===== src/rtl/core/char_lcd_write_formatter_top_macros.svh =====
// Assertion macros for the LCD write formatter.
// Used by the top level only; expects clk and rst in scope.
`ifndef CHAR_LCD_WRITE_FORMATTER_TOP_MACROS_SVH
`define CHAR_LCD_WRITE_FORMATTER_TOP_MACROS_SVH

// same-cycle implication
`define CLWF_ASSERT_IMPL(lbl, ante, cons, msg) \
  lbl: assert property (@(posedge clk) disable iff (rst) (ante) |-> (cons)) else $error(msg);

// next-cycle implication
`define CLWF_ASSERT_NEXT(lbl, ante, cons, msg) \
  lbl: assert property (@(posedge clk) disable iff (rst) (ante) |=> (cons)) else $error(msg);

`endif


===== src/rtl/core/clwf_pkg.sv =====
// Shared types, constants and helpers for the LCD write formatter.
// No dependencies; imported by every module of the block.
package clwf_pkg;

  localparam int MAX_DIGITS = 5;
  localparam int VALUE_W    = 16;
  localparam int BIT_CNT_W  = $clog2(VALUE_W);
  localparam int DIG_IDX_W  = (MAX_DIGITS > 1) ? $clog2(MAX_DIGITS) : 1;
  localparam int CNT_W      = 4;

  localparam logic [7:0] LCD_SET_ADDR   = 8'h80;
  localparam logic [7:0] LCD_ROW2_OFS   = 8'h40;
  localparam logic [7:0] LCD_FUNC_SET   = 8'h38;
  localparam logic [7:0] LCD_DISP_ON    = 8'h0C;
  localparam logic [7:0] LCD_ENTRY_MODE = 8'h06;
  localparam logic [7:0] LCD_CLEAR      = 8'h01;

  localparam logic [7:0] CH_ZERO  = 8'h30;
  localparam logic [7:0] CH_A     = 8'h41;
  localparam logic [7:0] CH_PLUS  = 8'h2B;
  localparam logic [7:0] CH_MINUS = 8'h2D;
  localparam logic [7:0] CH_X     = 8'h58;

  typedef enum logic [2:0] {
    REQ_INIT = 3'd0,
    REQ_CHAR = 3'd1,
    REQ_UDEC = 3'd2,
    REQ_SDEC = 3'd3,
    REQ_BIN  = 3'd4,
    REQ_HEX  = 3'd5
  } req_kind_t;

  typedef enum logic [1:0] {
    ST_IDLE,
    ST_POS,
    ST_PRE,
    ST_BODY
  } emit_state_t;

  typedef logic [MAX_DIGITS-1:0][3:0] bcd_t;

  typedef struct packed {
    req_kind_t        kind;
    logic             pos_en;
    logic [7:0]       pos_byte;
    logic             neg;
    logic [1:0]       pre_cnt;
    logic [CNT_W-1:0] body_cnt;
    logic [7:0]       data;
  } emit_load_t;

  typedef struct packed {
    logic             busy;
    logic [CNT_W-1:0] rem;
  } emit_stat_t;

  function automatic logic [7:0] hex_char(input logic [3:0] nib);
    logic [7:0] wide;
    wide = {4'd0, nib};
    if (nib >= 4'd10) hex_char = wide - 8'd10 + CH_A;
    else              hex_char = wide + CH_ZERO;
  endfunction

  // body count runs 4..1 over the setup commands
  function automatic logic [7:0] init_cmd(input logic [2:0] n);
    case (n)
      3'd4:    init_cmd = LCD_FUNC_SET;
      3'd3:    init_cmd = LCD_DISP_ON;
      3'd2:    init_cmd = LCD_ENTRY_MODE;
      default: init_cmd = LCD_CLEAR;
    endcase
  endfunction

endpackage


===== src/rtl/core/clwf_bcd.sv =====
// Bit-serial binary to BCD converter (shift-and-add-3), one bit per cycle.
// Depends on clwf_pkg.
module clwf_bcd (
  input  logic                                  clk,
  input  logic                                  rst,
  input  logic                                  start,
  input  logic [clwf_pkg::VALUE_W-1:0]          bin,
  output logic                                  busy,
  output clwf_pkg::bcd_t                        digits
);
  import clwf_pkg::*;

  logic [VALUE_W-1:0]      sr;
  logic [BIT_CNT_W-1:0]    cnt;
  bcd_t                    adj;
  logic [4*MAX_DIGITS:0]   shifted;

  always_comb begin
    for (int i = 0; i < MAX_DIGITS; i++) begin
      adj[i] = (digits[i] >= 4'd5) ? digits[i] + 4'd3 : digits[i];
    end
    shifted = {adj, sr[VALUE_W-1]};
  end

  always_ff @(posedge clk) begin
    if (rst) begin
      busy <= 1'b0;
      cnt  <= '0;
    end else if (start) begin
      busy <= 1'b1;
      cnt  <= BIT_CNT_W'(VALUE_W - 1);
    end else if (busy) begin
      cnt <= cnt - 1'b1;
      if (cnt == '0) busy <= 1'b0;
    end
  end

  always_ff @(posedge clk) begin
    if (start) begin
      sr     <= bin;
      digits <= '0;
    end else if (busy) begin
      sr     <= {sr[VALUE_W-2:0], 1'b0};
      digits <= shifted[4*MAX_DIGITS-1:0];
    end
  end

endmodule


===== src/rtl/core/clwf_emit.sv =====
// Byte sequencer: position command, prefix bytes, then body bytes taken from
// a small shift register, the BCD digits or the init commands, into a registered output stage.
// Depends on clwf_pkg.
module clwf_emit (
  input  logic                   clk,
  input  logic                   rst,
  input  logic                   load,
  input  clwf_pkg::emit_load_t   ld,
  input  clwf_pkg::bcd_t         digits,
  input  logic                   bcd_busy,
  output clwf_pkg::emit_stat_t   stat,
  output logic                   lcd_valid,
  input  logic                   lcd_stall,
  output logic [7:0]             bus_byte,
  output logic                   is_data,
  output logic                   last
);
  import clwf_pkg::*;

  emit_state_t          state, state_next;
  req_kind_t            kind;
  logic [7:0]           pos_byte;
  logic                 neg;
  logic [1:0]           pre_cnt;
  logic [CNT_W-1:0]     body_cnt;
  logic [7:0]           sh;
  logic [CNT_W-1:0]     rem;

  logic                 out_free;
  logic                 dec_kind;
  logic                 can_emit;
  logic [DIG_IDX_W-1:0] dig_idx;
  logic [7:0]           byte_val;
  logic                 data_flag;

  assign out_free = !lcd_valid || !lcd_stall;
  assign dec_kind = (kind == REQ_UDEC) || (kind == REQ_SDEC);
  // decimal digits wait for the converter
  assign can_emit = out_free && (state != ST_IDLE) &&
                    !(state == ST_BODY && dec_kind && bcd_busy);
  assign dig_idx  = DIG_IDX_W'(body_cnt - 1'b1);

  assign stat.busy = (state != ST_IDLE);
  assign stat.rem  = rem;

  // next state
  always_comb begin
    state_next = state;
    case (state)
      ST_IDLE: begin
        if (load) begin
          if (ld.pos_en)                state_next = ST_POS;
          else if (ld.pre_cnt != 2'd0)  state_next = ST_PRE;
          else if (ld.body_cnt != '0)   state_next = ST_BODY;
        end
      end
      ST_POS: begin
        if (can_emit) begin
          if (pre_cnt != 2'd0)       state_next = ST_PRE;
          else if (body_cnt != '0)   state_next = ST_BODY;
          else                       state_next = ST_IDLE;
        end
      end
      ST_PRE: begin
        if (can_emit && pre_cnt == 2'd1) begin
          state_next = (body_cnt != '0) ? ST_BODY : ST_IDLE;
        end
      end
      ST_BODY: begin
        if (can_emit && body_cnt == CNT_W'(1)) state_next = ST_IDLE;
      end
      default: state_next = ST_IDLE;
    endcase
  end

  // byte for the current step
  always_comb begin
    byte_val  = 8'h00;
    data_flag = 1'b1;
    case (state)
      ST_POS: begin
        byte_val  = pos_byte;
        data_flag = 1'b0;
      end
      ST_PRE: begin
        if (kind == REQ_HEX) byte_val = (pre_cnt == 2'd2) ? CH_ZERO : CH_X;
        else                 byte_val = neg ? CH_MINUS : CH_PLUS;
      end
      ST_BODY: begin
        case (kind)
          REQ_INIT: begin
            byte_val  = init_cmd(body_cnt[2:0]);
            data_flag = 1'b0;
          end
          REQ_CHAR: byte_val = sh;
          REQ_UDEC,
          REQ_SDEC: byte_val = CH_ZERO + {4'd0, digits[dig_idx]};
          REQ_BIN:  byte_val = CH_ZERO + {7'd0, sh[7]};
          REQ_HEX:  byte_val = hex_char(sh[7:4]);
          default:  byte_val = 8'h00;
        endcase
      end
      default: byte_val = 8'h00;
    endcase
  end

  always_ff @(posedge clk) begin
    if (rst) begin
      state <= ST_IDLE;
      rem   <= '0;
    end else begin
      state <= state_next;
      if (load)          rem <= CNT_W'(ld.pos_en) + CNT_W'(ld.pre_cnt) + ld.body_cnt;
      else if (can_emit) rem <= rem - 1'b1;
    end
  end

  always_ff @(posedge clk) begin
    if (load) begin
      kind     <= ld.kind;
      pos_byte <= ld.pos_byte;
      neg      <= ld.neg;
      pre_cnt  <= ld.pre_cnt;
      body_cnt <= ld.body_cnt;
      sh       <= ld.data;
    end else if (can_emit) begin
      if (state == ST_PRE) pre_cnt <= pre_cnt - 1'b1;
      if (state == ST_BODY) begin
        body_cnt <= body_cnt - 1'b1;
        if (kind == REQ_BIN)      sh <= {sh[6:0], 1'b0};
        else if (kind == REQ_HEX) sh <= {sh[3:0], 4'd0};
      end
    end
  end

  // output register
  always_ff @(posedge clk) begin
    if (rst) begin
      lcd_valid <= 1'b0;
    end else if (can_emit) begin
      lcd_valid <= 1'b1;
    end else if (!lcd_stall) begin
      lcd_valid <= 1'b0;
    end
  end

  always_ff @(posedge clk) begin
    if (can_emit) begin
      bus_byte <= byte_val;
      is_data  <= data_flag;
      last     <= (rem == CNT_W'(1));
    end
  end

endmodule


===== src/rtl/core/char_lcd_write_formatter_top.sv =====
// Channel  | handshake            | payload
// req      | req_valid/req_stall  | req_type, row, col, value, length
// lcd      | lcd_valid/lcd_stall  | bus_byte, is_data, last
//
// One request at a time; output bytes go out one per cycle while lcd is not stalled.
// Decimal modes run a bit-serial BCD conversion that overlaps the position and
// sign bytes; the digit bytes wait for it to finish.
// rst (synchronous) empties the output register and returns to idle.
// A stall on lcd holds the output byte and pauses the sequencer.
// Depends on clwf_pkg, clwf_bcd, clwf_emit and the macros header.
`include "char_lcd_write_formatter_top_macros.svh"

module char_lcd_write_formatter_top (
  input  logic        clk,
  input  logic        rst,
  input  logic        req_valid,
  output logic        req_stall,
  input  logic [2:0]  req_type,
  input  logic [1:0]  row,
  input  logic [5:0]  col,
  input  logic [15:0] value,
  input  logic [2:0]  length,
  output logic        lcd_valid,
  input  logic        lcd_stall,
  output logic [7:0]  bus_byte,
  output logic        is_data,
  output logic        last
);
  import clwf_pkg::*;

  logic               req_accept;
  logic               kind_ok;
  req_kind_t          kind;
  logic               row_pos;
  logic [7:0]         addr;
  logic [VALUE_W-1:0] mag;
  logic [CNT_W-1:0]   len_sat;
  emit_load_t         ld;
  emit_stat_t         stat;
  logic               bcd_start;
  logic               bcd_busy;
  bcd_t               digits;

  assign req_accept = req_valid && !req_stall;
  assign req_stall  = stat.busy || bcd_busy;

  assign kind_ok = (req_type <= REQ_HEX);
  assign kind    = req_kind_t'(req_type);
  assign row_pos = (row == 2'd1) || (row == 2'd2);
  // col - 1 wraps inside the byte; row 2 adds the second-line offset
  assign addr    = {2'b00, col} + 8'hFF + ((row == 2'd2) ? LCD_ROW2_OFS : 8'h00);
  assign mag     = (kind == REQ_SDEC && value[VALUE_W-1]) ? (~value + 1'b1) : value;
  assign len_sat = (32'(length) > MAX_DIGITS) ? CNT_W'(MAX_DIGITS) : CNT_W'(length);

  assign bcd_start = req_accept && kind_ok && (kind == REQ_UDEC || kind == REQ_SDEC);

  always_comb begin
    ld          = '0;
    ld.kind     = kind;
    ld.pos_byte = LCD_SET_ADDR | addr;
    ld.neg      = value[VALUE_W-1];
    ld.data     = value[7:0];
    if (kind_ok) begin
      ld.pos_en = row_pos && (kind != REQ_INIT);
      case (kind)
        REQ_INIT: ld.body_cnt = CNT_W'(4);
        REQ_CHAR: ld.body_cnt = CNT_W'(1);
        REQ_UDEC: ld.body_cnt = len_sat;
        REQ_SDEC: begin
          ld.pre_cnt  = 2'd1;
          ld.body_cnt = len_sat;
        end
        REQ_BIN:  ld.body_cnt = CNT_W'(8);
        REQ_HEX: begin
          ld.pre_cnt  = 2'd2;
          ld.body_cnt = CNT_W'(2);
        end
        default:  ld.body_cnt = '0;
      endcase
    end
  end

  clwf_bcd u_bcd (
    .clk    (clk),
    .rst    (rst),
    .start  (bcd_start),
    .bin    (mag),
    .busy   (bcd_busy),
    .digits (digits)
  );

  clwf_emit u_emit (
    .clk       (clk),
    .rst       (rst),
    .load      (req_accept),
    .ld        (ld),
    .digits    (digits),
    .bcd_busy  (bcd_busy),
    .stat      (stat),
    .lcd_valid (lcd_valid),
    .lcd_stall (lcd_stall),
    .bus_byte  (bus_byte),
    .is_data   (is_data),
    .last      (last)
  );

  `CLWF_ASSERT_IMPL(a_rem_live, stat.busy, stat.rem != '0, "sequencer busy with no bytes left")
  `CLWF_ASSERT_NEXT(a_bcd_runs, bcd_start, bcd_busy, "converter did not start on decimal request")
  `CLWF_ASSERT_IMPL(a_last_on_exit, $fell(stat.busy), lcd_valid && last, "request ended without last")

endmodule


===== config.mk =====
export PLATFORM = sky130hd
export DESIGN_NAME = char_lcd_write_formatter_top
export DESIGN_NICKNAME = d
export VERILOG_FILES = /design/src/rtl/core/clwf_pkg.sv /design/src/rtl/core/clwf_bcd.sv /design/src/rtl/core/clwf_emit.sv /design/src/rtl/core/char_lcd_write_formatter_top.sv
export VERILOG_INCLUDE_DIRS = /design/src /design/src/rtl/core
export SDC_FILE = /design/constraint.sdc
export NUM_CORES = 1
export LEC_CHECK = 0
export BUFFER_PORTS_ARGS = -buffer_cell sky130_fd_sc_hd__buf_2
export CAP_MARGIN = 20
export CORE_MARGIN = 4
export CORE_UTILIZATION = 60
export CTS_CLUSTER_SIZE = 10
export DETAILED_ROUTE_END_ITERATION = 7
export PLACE_DENSITY = 0.9
export SLEW_MARGIN = 20
export SYNTH_ARGS = -nofsm -noshare
export SYNTH_HDL_FRONTEND = slang
export SYNTH_SLANG_ARGS = --single-unit

===== constraint.sdc =====
create_clock -name clk -period 3.6 [get_ports clk]
set_clock_uncertainty 0.2 [all_clocks]
set_input_delay 0.72 -clock clk [delete_from_list [all_inputs] [get_ports clk]]
set_output_delay 0.72 -clock clk [all_outputs]
set_load 0.05 [all_outputs]

# == Word-level counts from Yosys, hierarchy flattened ==
# Index checks and enable logic that the tools add are counted.
# classes
add_sub_neg,19
n_lt_le_gt_ge,9
n_eq_ne,28
n_mux,55
bitwise_logic,1
reduce_logical,41
# ops
cell,count
8-bit 2-to-1 mux,7
16-bit 2-to-1 mux,3
4-bit 2-to-1 mux,12
8-bit one-hot mux with 5 select lines,1
2-bit 2-to-1 mux,12
8-bit one-hot mux with 3 select lines,1
"4-bit by 3-bit greater-or-equal comparator with 1-bit output, second input constant",5
4-bit one-hot mux with 5 select lines,1
"3-bit by 2-bit == test with 1-bit output, second input constant",6
6-bit one-hot mux with 3 select lines,1
"16-bit by 1-bit adder with 16-bit output, second input constant",1
"4-bit by 2-bit adder with 4-bit output, second input constant",4
16-bit inverter,1
"3-bit == test, second input constant",5
7-bit 2-to-1 mux,2
2-bit nonzero test,7
4-bit binary-select mux with 3-bit select,1
"4-bit by 1-bit subtractor with 4-bit output, second input constant",3
1-bit logical AND,11
3-bit 2-to-1 mux,3
"8-bit by 7-bit adder with 8-bit output, second input constant",1
"2-bit == test, second input constant",4
"4-bit by 1-bit == test with 1-bit output, second input constant",2
"2-bit by 1-bit inequality test with 1-bit output, second input constant",4
34 further kinds,55
# word_totals
reg_bits,83
out_inout_bits,12
elab_cells,173

# == Depth between registers and ports, before layout ==
# Gate-level depths: netlist (run 1).
# depth
ltp_word,10
ltp_mapped,11

# == Modules after synthesis ==
# From an unflattened synthesis (run 1), not the netlist that was laid out.
# hier_totals
hier_cells,585
hier_area_um2,5486.5
# modules_own_cells
mod,instances,cells_per_inst,area_each_um2,seq_area_each_um2
clwf_emit,1,291,2831.5,1221.2
clwf_bcd,1,210,2102.0,980.9
char_lcd_write_formatter_top,1,84,553.0,0.0

# == Worst setup path before layout (run 1) ==
# OpenSTA, ideal clock, no wires.
# synth_path
kind,input-to-reg
start,input port row[0]
end,register u_emit.rem[3]
setup_ns,0.136
arrival_ns,2.560
setup_slack_ns,0.705
stages,11
n_path_buf,0
cell_sequence,inv_1 -> ha_1 -> a211oi_1 -> ha_1 -> ha_1 -> ha_1 -> a21o_1 -> a21oi_1 -> nand3_1 -> o21ai_1 -> a211oi_2
# synth_via
elab_chain_cells,7
elab_cells_between_ends,8
cone_classes,2 x add/sub; 2 x eq/ne; 2 x mux; 2 x reduce/logical
# synth_lines
element,line_no,text
"start, declared",char_lcd_write_formatter_top.sv:19,"input logic [1:0] row,"
2-bit by 1-bit == test with 1-bit output / 2-bit == test (equally long branches),char_lcd_write_formatter_top.sv:49,assign row_pos = (row == 2'd1) || (row == 2'd2);
1-bit logical OR (*),char_lcd_write_formatter_top.sv:49,
1-bit logical AND (*),char_lcd_write_formatter_top.sv:64,ld.pos_en = row_pos && (kind != REQ_INIT);
1-bit 2-to-1 mux (*),char_lcd_write_formatter_top.sv:63,if (kind_ok) begin
1-bit by 2-bit adder with 3-bit output (*),clwf_emit.sv:113,if (load) rem <= CNT_W'(ld.pos_en) + CNT_W'(ld.pre_cnt) + ld.body_cnt;
4-bit adder (*),clwf_emit.sv:113,
4-bit 2-to-1 mux (*),clwf_emit.sv:113,
"end signal, assigned",clwf_emit.sv:113,
"end signal, assigned",clwf_emit.sv:114,else if (can_emit) rem <= rem - 1'b1;
"end, declared",clwf_emit.sv:27,logic [CNT_W-1:0] rem;
# Every way passes the cells marked *; elsewhere a longest branch is shown, timed or not.
# A chain may end at the register's enable or synchronous reset.

# == Final worst setup path (run 1) ==
# Ends and elaborated chain as after synthesis.

==> results, run 1 <==
- The flow ran to the end, and the final reports show no timing, DRC or antenna violations.
- Of all flip-flops after synthesis, the portion carrying an async set or reset was 0%.
- The static leakage power is 2.28 nW.
- The final count of pins violating max slew is 0.
- The number of max-capacitance violations reported is 0.
- The wire length of the first global-routing pass is 20600 µm.
- The final net count is about 680.
- Clock tree synthesis found a total of between 80 and 90 sinks.
- The number of flip-flops and latches in the synthesized netlist is a little over 80.
- The post-detailed-placement half-perimeter wirelength is between 9000 and 10000 µm.
- Setup repair after global routing left no endpoint under its margin.
- The number of vias in the routed layout is around 4500.
- The area enclosed by the die boundary is 0.0104 mm².
- The via count of the first global-routing pass is ~4300.
- Yosys mapped a number of flops with a built-in enable equal to 51.
- The number of antenna violations at the first check in global routing is 0.
- The total congestion overflow after global routing is 0.
- In the layout the commonest cells are 73 x nand2_1, 51 x edfxtp_1, 45 x buf_2.
- The mean area per synthesized cell is 9.16 µm².
- The clock passes through at most 2 buffers.
- The area growth from synthesis to layout is 9.08%.
- The post-route clock period utilization is around 80%.
- The most common cell after layout, fill and taps aside is nand2_1.
- In this run the power density over the cells is about 730 mW/mm².
- Measured along the y axis, the die boundary spans between 100 and 150 µm.
- STA classifies the critical path endpoint as a flop.
- The signal on the critical path passes through buf_2 -> inv_1 -> ha_1 -> a211oi_1 -> ha_1 -> ha_1 -> ha_1 -> a21o_1 -> a21oi_1 -> nand3_1 -> o21ai_1 -> a211oi_2.
- The number of detailed-route iterations in the first pass is 5.
- The cts-stage hold buffer count is 0.
- In this run the cell area measured after placement is around 0.0056 mm².
- The minimum clock period is roughly 2900 ps.
- The tightest hold path in the finished design has a slack of 312 ps.
- In this run the worst hold path is classified as reg2reg.
- The cell family with the largest share of critical-path delay is adder cells.
- The worst-path cell with the longest stage delay is ha_1.
- The detailed-route wire length is 12800 µm.
- Cells with a size suffix above 1 make up about 14% of the layout.
- For this run, the leading register cell type out of synthesis is edfxtp_1.
- The floorplan step defined a core boundary enclosing 0.00868 mm².
- Clock latency on the worst-skew pair, taken at its later pin, is roughly 360 ps.
- The number of setup buffers added after CTS is 0.
- For this run, design rule violations remaining after detail routing come to 0.
- Derived from the worst setup path, the maximum achievable clock frequency is between 0.3 and 0.4 GHz.
- The flop-to-flop setup slack is 890 ps.
- For this design the top-level I/O count stands at 46.
- At the worst endpoint, the required time is about 3700 ps.
- The maximum fanout along the worst path is 3.
- The starting DRC count in detailed routing is 351.
- 0 antenna diodes ended up in the layout.
- In this run the clock root is driven by a clkbuf_8.
- For this run, the slowest stage of the critical path takes 340 ps.
- TritonCTS built the clock tree.
- The arrival time at the worst endpoint is slightly below 3000 ps.
- After clock tree synthesis, the clock-pin slew on the worst setup and hold paths is 90 ps.
- The netlist area before placement is 0.00530 mm².
- The per-cell routed wire length is 17.6 µm.
- The number of setup violations in the final report is 0.
- The worst IR drop on VDD is 0.000281 V.
- The sort of element at the start of the critical path is an input pin.
- The number of clock buffers added by TritonCTS is 9.
- The floorplan step set the die width to between 100 and 150 µm.
- The cell count after synthesis came out at approximately 580.
- After clock tree synthesis, the repair step resized 0 gates.
- Setup total negative slack on the finished layout was measured at 0 ps.
- CTS built an H-tree with a depth of 3.
- The worst setup path is of the in2reg kind.
- For the pin with the worst max-slew slack, the measured transition is between 700 and 800 ps.
- The last weighted congestion value of the routability-driven placer is 0.944.
- Among the stages of the critical path, the cell type that occurs most often is ha_1.
- The number of buffer and inverter stages on the critical path is 2.
- Entering global routing, the biggest net connects 39 pins.
- The biggest area consumer among synthesized cells is edfxtp_1.
- Global routing used between 20% and 30% of the available tracks across all layers.
- Measured against its own limit, the worst slew margin works out to between 40 and 50%.
- After routing the design area is around 0.0058 mm².
- The number of rows created at floorplan is 34.
- The via-per-instance ratio is slightly above 6.
- The proportion of netlist area held by the largest area contributor is about 29%.
- Yosys attributes the largest share of cell area to edfxtp_1 29%, dfxtp_1 12%, ha_1 8.3%, nand2_1 5.2%, xor2_1 3.8%.
- During placement, the flow inserted port buffers numbering 45.
- The number of warnings printed during yosys synthesis is 0.
- Summing the sequential cell areas from Yosys gives 41.0% of the chip area.
- The number of nets in the synthesized netlist is between 600 and 700.
- The final-report hold violation count is 0.
- Counting distinct cell types in the post-synthesis netlist gives 60.
- The starting density of the core is about three fifths.
- Once detail routing completed, the nets flagged for antenna violations numbered 0.
[flip-flops by register name, summed over array words and instances (netlist names), 2 cells and up]
name and flops:
u_emit.pos_byte 7, u_bcd.cnt 4, u_emit.state 2, u_emit.rem 4, u_emit.body_cnt 4, u_emit.sh 8, u_bcd.sr 16, u_emit.kind 3
u_bcd.digits 20, u_emit.pre_cnt 2, u_emit.bus_byte 8
[final cells by class]
cell class	count	area [µm²]
Fill cell	688	2890
Timing Repair Buffer	51	270
Sequential cell	83	2170
Inverter	34	128
Multi-Input combinational cell	434	2890
Clock inverter	7	68.8
Clock buffer	9	124
Tap cell	108	135
[metrics by stage]
stage          total power, mW  utilization (%)  std cells  worst slack, ps
5_1_grt                   4.47             66.7        726              656
2_1_floorplan             3.03                -        579              705
3_3_place_gp              3.39             64.4        710              497
6_report                  4.20             66.7        726              723
4_1_cts                   4.18             66.7        726              736
3_5_place_dp              3.50             64.4        710              347
[cells by family (layout without fill, tap and decap cells)]
| logic type | Yosys count | after routing | synth area share (%) |
|---|---|---|---|
| compound gates | 147 | 147 | 17.6 |
| mux | 20 | 20 | 4.51 |
| fa+ha+maj | 36 | 36 | 8.64 |
| buf+inv | 62 | 101 | 4.60 |
| simple gates | 191 | 191 | 17.1 |
| xor+xnor | 40 | 40 | 6.61 |
| flops | 83 | 83 | 41.0 |
[Yosys cell counts, types with 4 or more instances]
cell type and instances:
ha_1 35, a21oi_1 38, a211oi_1 5, edfxtp_1 51, and3_1 4, dfxtp_1 32
clkbuf_1 17, nand2_1 73, buf_2 9, a31oi_1 5, nand3_1 18, o211ai_1 4
o21ai_0 24, nor3_1 14, o21ai_1 28, a31o_1 4, nand2b_1 9, xnor2_1 17
nor2b_1 6, xor2_1 23, mux2i_1 16, nor2_1 44, inv_1 31, o31ai_1 5
and2_1 4, a22oi_1 7
[worst register-to-register path: cells and delay by family (launching register included)]
kind | cells | cell delay [ps]
adder cells (fa/ha/maj) | 1 | 510
AND/OR/NAND/NOR | 1 | 80
flip-flops | 1 | 600
AO/OA/AOI/OAI | 2 | 390
multiplexers | 1 | 550
buffers and inverters | 1 | 140
[power by group]
part | switching [mW] | total [mW] | leakage, nW | internal [mW]
clock network | 0.356 | 0.673 | 0.0912 | 0.317
logic | 1.11 | 1.79 | 1.45 | 0.678
registers | 0.352 | 1.74 | 0.747 | 1.39
total | 1.82 | 4.20 | 2.28 | 2.38
[final timing paths]
path | startpoint | to | depth (start not counted)
setup / recovery | row[0] | u_emit.rem[3]$_SDFFE_PP0P_ | 12
hold / removal | u_bcd.sr[15]$_DFFE_PP_ | u_bcd.digits[0]$_SDFFE_PP0P_ | 2
setup reg to reg | u_emit.body_cnt[0]$_DFFE_PP_ | u_emit.bus_byte[0]$_DFFE_PP_ | 6
hold reg to reg | u_bcd.sr[15]$_DFFE_PP_ | u_bcd.digits[0]$_SDFFE_PP0P_ | 2
[routing by layer]
metal	global-route usage, %	routed length [µm]
met1	32.4	5250
met2	42.0	6280
met3	4.37	859
met4	10.8	367
met5	0	0
No activity file was read; power rests on OpenSTA's default activity.
==> run 2: changes to the inputs <==
==> constraint.sdc (replaced) <==
create_clock -name clk -period 2.7 [get_ports clk]
set_clock_uncertainty 0.2 [all_clocks]
set_input_delay 0.54 -clock clk [delete_from_list [all_inputs] [get_ports clk]]
set_output_delay 0.54 -clock clk [all_outputs]
set_load 0.05 [all_outputs]
==> results, run 2 (synthesis gave the netlist of run 1 again) <==
- Outcome: finished, final reports clean (unchanged).
- The number of vias in the routed layout is 4614 (was 4498).
- The detailed-route wire length is 12900 µm (was 12800 µm).
- The total global routing track utilization came to 25.3% (was 25.2%).
- The last weighted congestion value of the routability-driven placer is 0.947 (was 0.944).
- After layout, the worst path uses roughly 95% of the clock period.
- The instance area after placement is 0.00572 mm² (was 0.00559 mm²).
- The antenna diode instance count is 0 (unchanged).
- The final-report hold violation count is 0 (unchanged).
- The number of antenna violations at the first check in global routing is 0 (unchanged).
- The number of cells upsized or downsized after cts was 0 (unchanged).
- The number of setup violations in the final report is 0 (unchanged).
- Unrepaired setup endpoints after global routing: false (unchanged).
- The nature of the critical path endpoint was a flop (unchanged).
- The worst-path cell with the longest stage delay is ha_1 (unchanged).
- The critical register-to-register path endpoint was u_emit.bus_byte[3]$_DFFE_PP_ (was u_emit.bus_byte[0]$_DFFE_PP_).
- The power density over the cells is 973 mW/mm² (was 727 mW/mm²).
- The setup TNS came to 0 ps (unchanged).
- The classification of the worst-slack hold path is in2reg (was reg2reg).
- The sort of element at the start of the critical path is an input pin (unchanged).
- The flop-to-flop setup slack came to 360 ps (was 890 ps).
- The worst IR drop on VDD was 0.000432 V (was 0.000281 V).
- The starting density of the core is 61.1% (unchanged).
- The number of rows created at floorplan is 34 (unchanged).
- The number of max-capacitance violations reported came to 0 (unchanged).
- The remaining antenna violation count after routing came to 0 (unchanged).
- The area enclosed by the die boundary is 0.0104 mm² (unchanged).
- The die span in x is 102 µm (unchanged).
- The proportion of power drawn by combinational gates is 44.7% (was 42.6%).
- The via count of the first global-routing pass is 4361 (was 4276).
- The maximum root-to-sink buffer count is 2 (unchanged).
- The worst hold-check slack came to 229 ps (was 312 ps).
- Ordered cell list for the critical path: buf_2 -> inv_1 -> ha_1 -> a211oi_2 -> ha_1 -> ha_1 -> ha_1 -> a21o_1 -> a21oi_1 -> nand3_1 -> o21ai_1 -> a211oi_2 (was buf_2 -> inv_1 -> ha_1 -> a211oi_1 -> ha_1 -> ha_1 -> ha_1 -> a21o_1 -> a21oi_1 -> nand3_1 -> o21ai_1 -> a211oi_2).
- The TritonCTS clock tree is built (unchanged).
- The slew at the pin with the worst max-slew slack came to 543 ps (was 771 ps).
- The number of detailed-route iterations in the first pass was 5 (unchanged).
- The post-layout total power is 5.77 mW (was 4.20 mW).
- The area growth from synthesis to layout is 11.7% (was 9.08%).
- The most common cell after layout, fill and taps aside is nand2_1 (unchanged).
- Static timing analysis puts the maximum clock frequency at 0.391 GHz.
- The minimum clock period is approximately 2600 ps.
- The total congestion overflow after global routing is 0 (unchanged).
- The number of buffer and inverter stages on the critical path came to 2 (unchanged).
- The post-detailed-placement half-perimeter wirelength is 9380 µm (was 9360 µm).
- The wire length of the first global-routing pass is 20700 µm (was 20600 µm).
- The total stage count of the critical path is 12 (unchanged).
- The port buffer count is 45 (unchanged).
- The via-per-instance ratio was 6.22 (was 6.20).
- The arrival time at the worst endpoint is 2600 ps (was 2930 ps).
- The clock transition at the registers of the reported paths is 80 ps (was 90 ps).
- The static leakage power was 2.37 nW (was 2.28 nW).
- The classification of the worst setup path is in2reg (unchanged).
- The clock net sink count was 83 (unchanged).
- The register with the highest flop count is u_bcd.digits (unchanged).
- The count of boundary I/O pins is 46 (unchanged).
- The fill cell instance count of the final layout is 664 (was 688).
- The portion of total power attributed to the clock network is 16.9% (was 16.0%).
- The endpoint of the most critical setup path is u_emit.rem[3]$_SDFFE_PP0P_ (unchanged).
- Largest registers in the final layout: u_bcd.digits: 20 flops, u_bcd.sr: 16 flops (unchanged).
- The met1 demand-to-capacity share in global routing is 33.0% (was 32.4%).
- The flip-flop count of the largest register, all copies and words added is 20 (unchanged).
- The share of cells above drive strength 1 is 15.8% (was 13.9%).
- The clock latency of the later-clocked register in the worst-skew pair is 360 ps (about the same).
- The cell repeated most along the worst path is ha_1 (unchanged).
- The root buffer cell is clkbuf_8 (unchanged).
- The final count of pins violating max slew is 0 (unchanged).
- The sequential cell fraction of total power is 38.4% (was 41.3%).
- The post-route cell area was 0.00592 mm² (was 0.00578 mm²).
- The launch point of the critical path is row[0] (unchanged).
- The data required time at the worst endpoint is 2740 ps (was 3650 ps).
- The starting DRC count in detailed routing came to 367 (was 351).
- Commonest non-fill, non-tap cells in the layout: 73 x nand2_1, 51 x edfxtp_1, 45 x buf_2 (unchanged).
- The fraction of met3 tracks used by global routing was 5.53% (was 4.37%).
- The y dimension of the die is 102 µm (unchanged).
- The core occupancy in the finished layout was 68.3% (was 66.7%).
- The proportion of total power due to net switching is 42.3% (was 43.3%).
- The max-slew headroom at the worst pin is 63.8% (was 48.5%).
- The core box area is 0.00868 mm² (unchanged).
- The layer with the highest usage after global routing is met2 (unchanged).
- The cell family with the largest share of critical-path delay is adder cells (unchanged).
- The startpoint of the worst register-to-register path is u_emit.body_cnt[1]$_DFFE_PP_ (was u_emit.body_cnt[0]$_DFFE_PP_).
- The number of buffers inserted by post-CTS setup repair is 0 (unchanged).
- The maximum number of pins on one net before global-route repair was 39 (unchanged).
- The cts-stage hold buffer count is 0 (unchanged).
- The total CTS buffers was 9 (unchanged).
- The highest cell delay on the worst timing path was 330 ps (was 340 ps).
- The number of H-tree levels is 3 (unchanged).
- The final net count is 699 (was 683).
- The DRC violations left came to 0 (unchanged).
- The met2 demand-to-capacity share in global routing is 41.1% (was 42.0%).
- The per-cell routed wire length was 17.4 µm (was 17.6 µm).
- The number of cells on the worst reg-to-reg path is 8 (was 6).
- The design internal power is 3.33 mW (was 2.38 mW).
- The maximum fanout along the worst path came to 2 (was 3).
- The total net switching power was 2.44 mW (was 1.82 mW).
-- run 2: layout make-up --
| class | count | area [µm²] | area share (%) |
|---|---|---|---|
| clock buffer | 10 | 128 | 2.15 |
| sequential | 83 | 2170 | 36.7 |
| timing repair buffer | 67 | 390 | 6.59 |
| inverter | 34 | 128 | 2.15 |
| tap | 108 | 135 | 2.28 |
| clock inverter | 6 | 80.1 | 1.35 |
| multi-input combinational | 434 | 2890 | 48.8 |
-- run 2: routing by layer --
metal	vias up	routed length, µm
li1	2171	-
met1	2188	5280
met2	219	6270
met3	36	969
met4	0	371
met5	-	0
-- run 2: power groups by stage --
| stage | logic (mW) | registers [mW] | clock network [mW] |
|---|---|---|---|
| final | 2.58 | 2.21 | 0.974 |
| after global routing | 2.81 | 2.26 | 1.03 |
| after CTS | 2.55 | 2.20 | 0.977 |
| after detailed placement | 2.52 | 2.23 | 0 |
| after global placement | 2.41 | 2.19 | 0 |
| after floorplan | 1.68 | 2.35 | 0 |
-- run 2: how the worst min path moves through the flow --
stage                                   from                            end  slack, ps  cells past startpoint
2_1_floorplan  u_bcd.digits[19]$_SDFFE_PP0P_  u_bcd.digits[19]$_SDFFE_PP0P_        250                      2
3_3_place_gp   u_bcd.digits[19]$_SDFFE_PP0P_  u_bcd.digits[19]$_SDFFE_PP0P_        270                      2
3_5_place_dp   u_bcd.digits[19]$_SDFFE_PP0P_  u_bcd.digits[19]$_SDFFE_PP0P_        290                      2
4_1_cts                            value[15]           u_emit.neg$_DFFE_PP_        210                      1
5_1_grt                            value[15]           u_emit.neg$_DFFE_PP_        210                      1
6_report                           value[15]           u_emit.neg$_DFFE_PP_        230                      1
-- run 2: metrics by stage --
step	worst slack (ps)	std cells
after detailed placement	-220	726
after floorplan	35.4	579
after global routing	3.96	742
final	142	742
after CTS	167	742
after global placement	-131	726
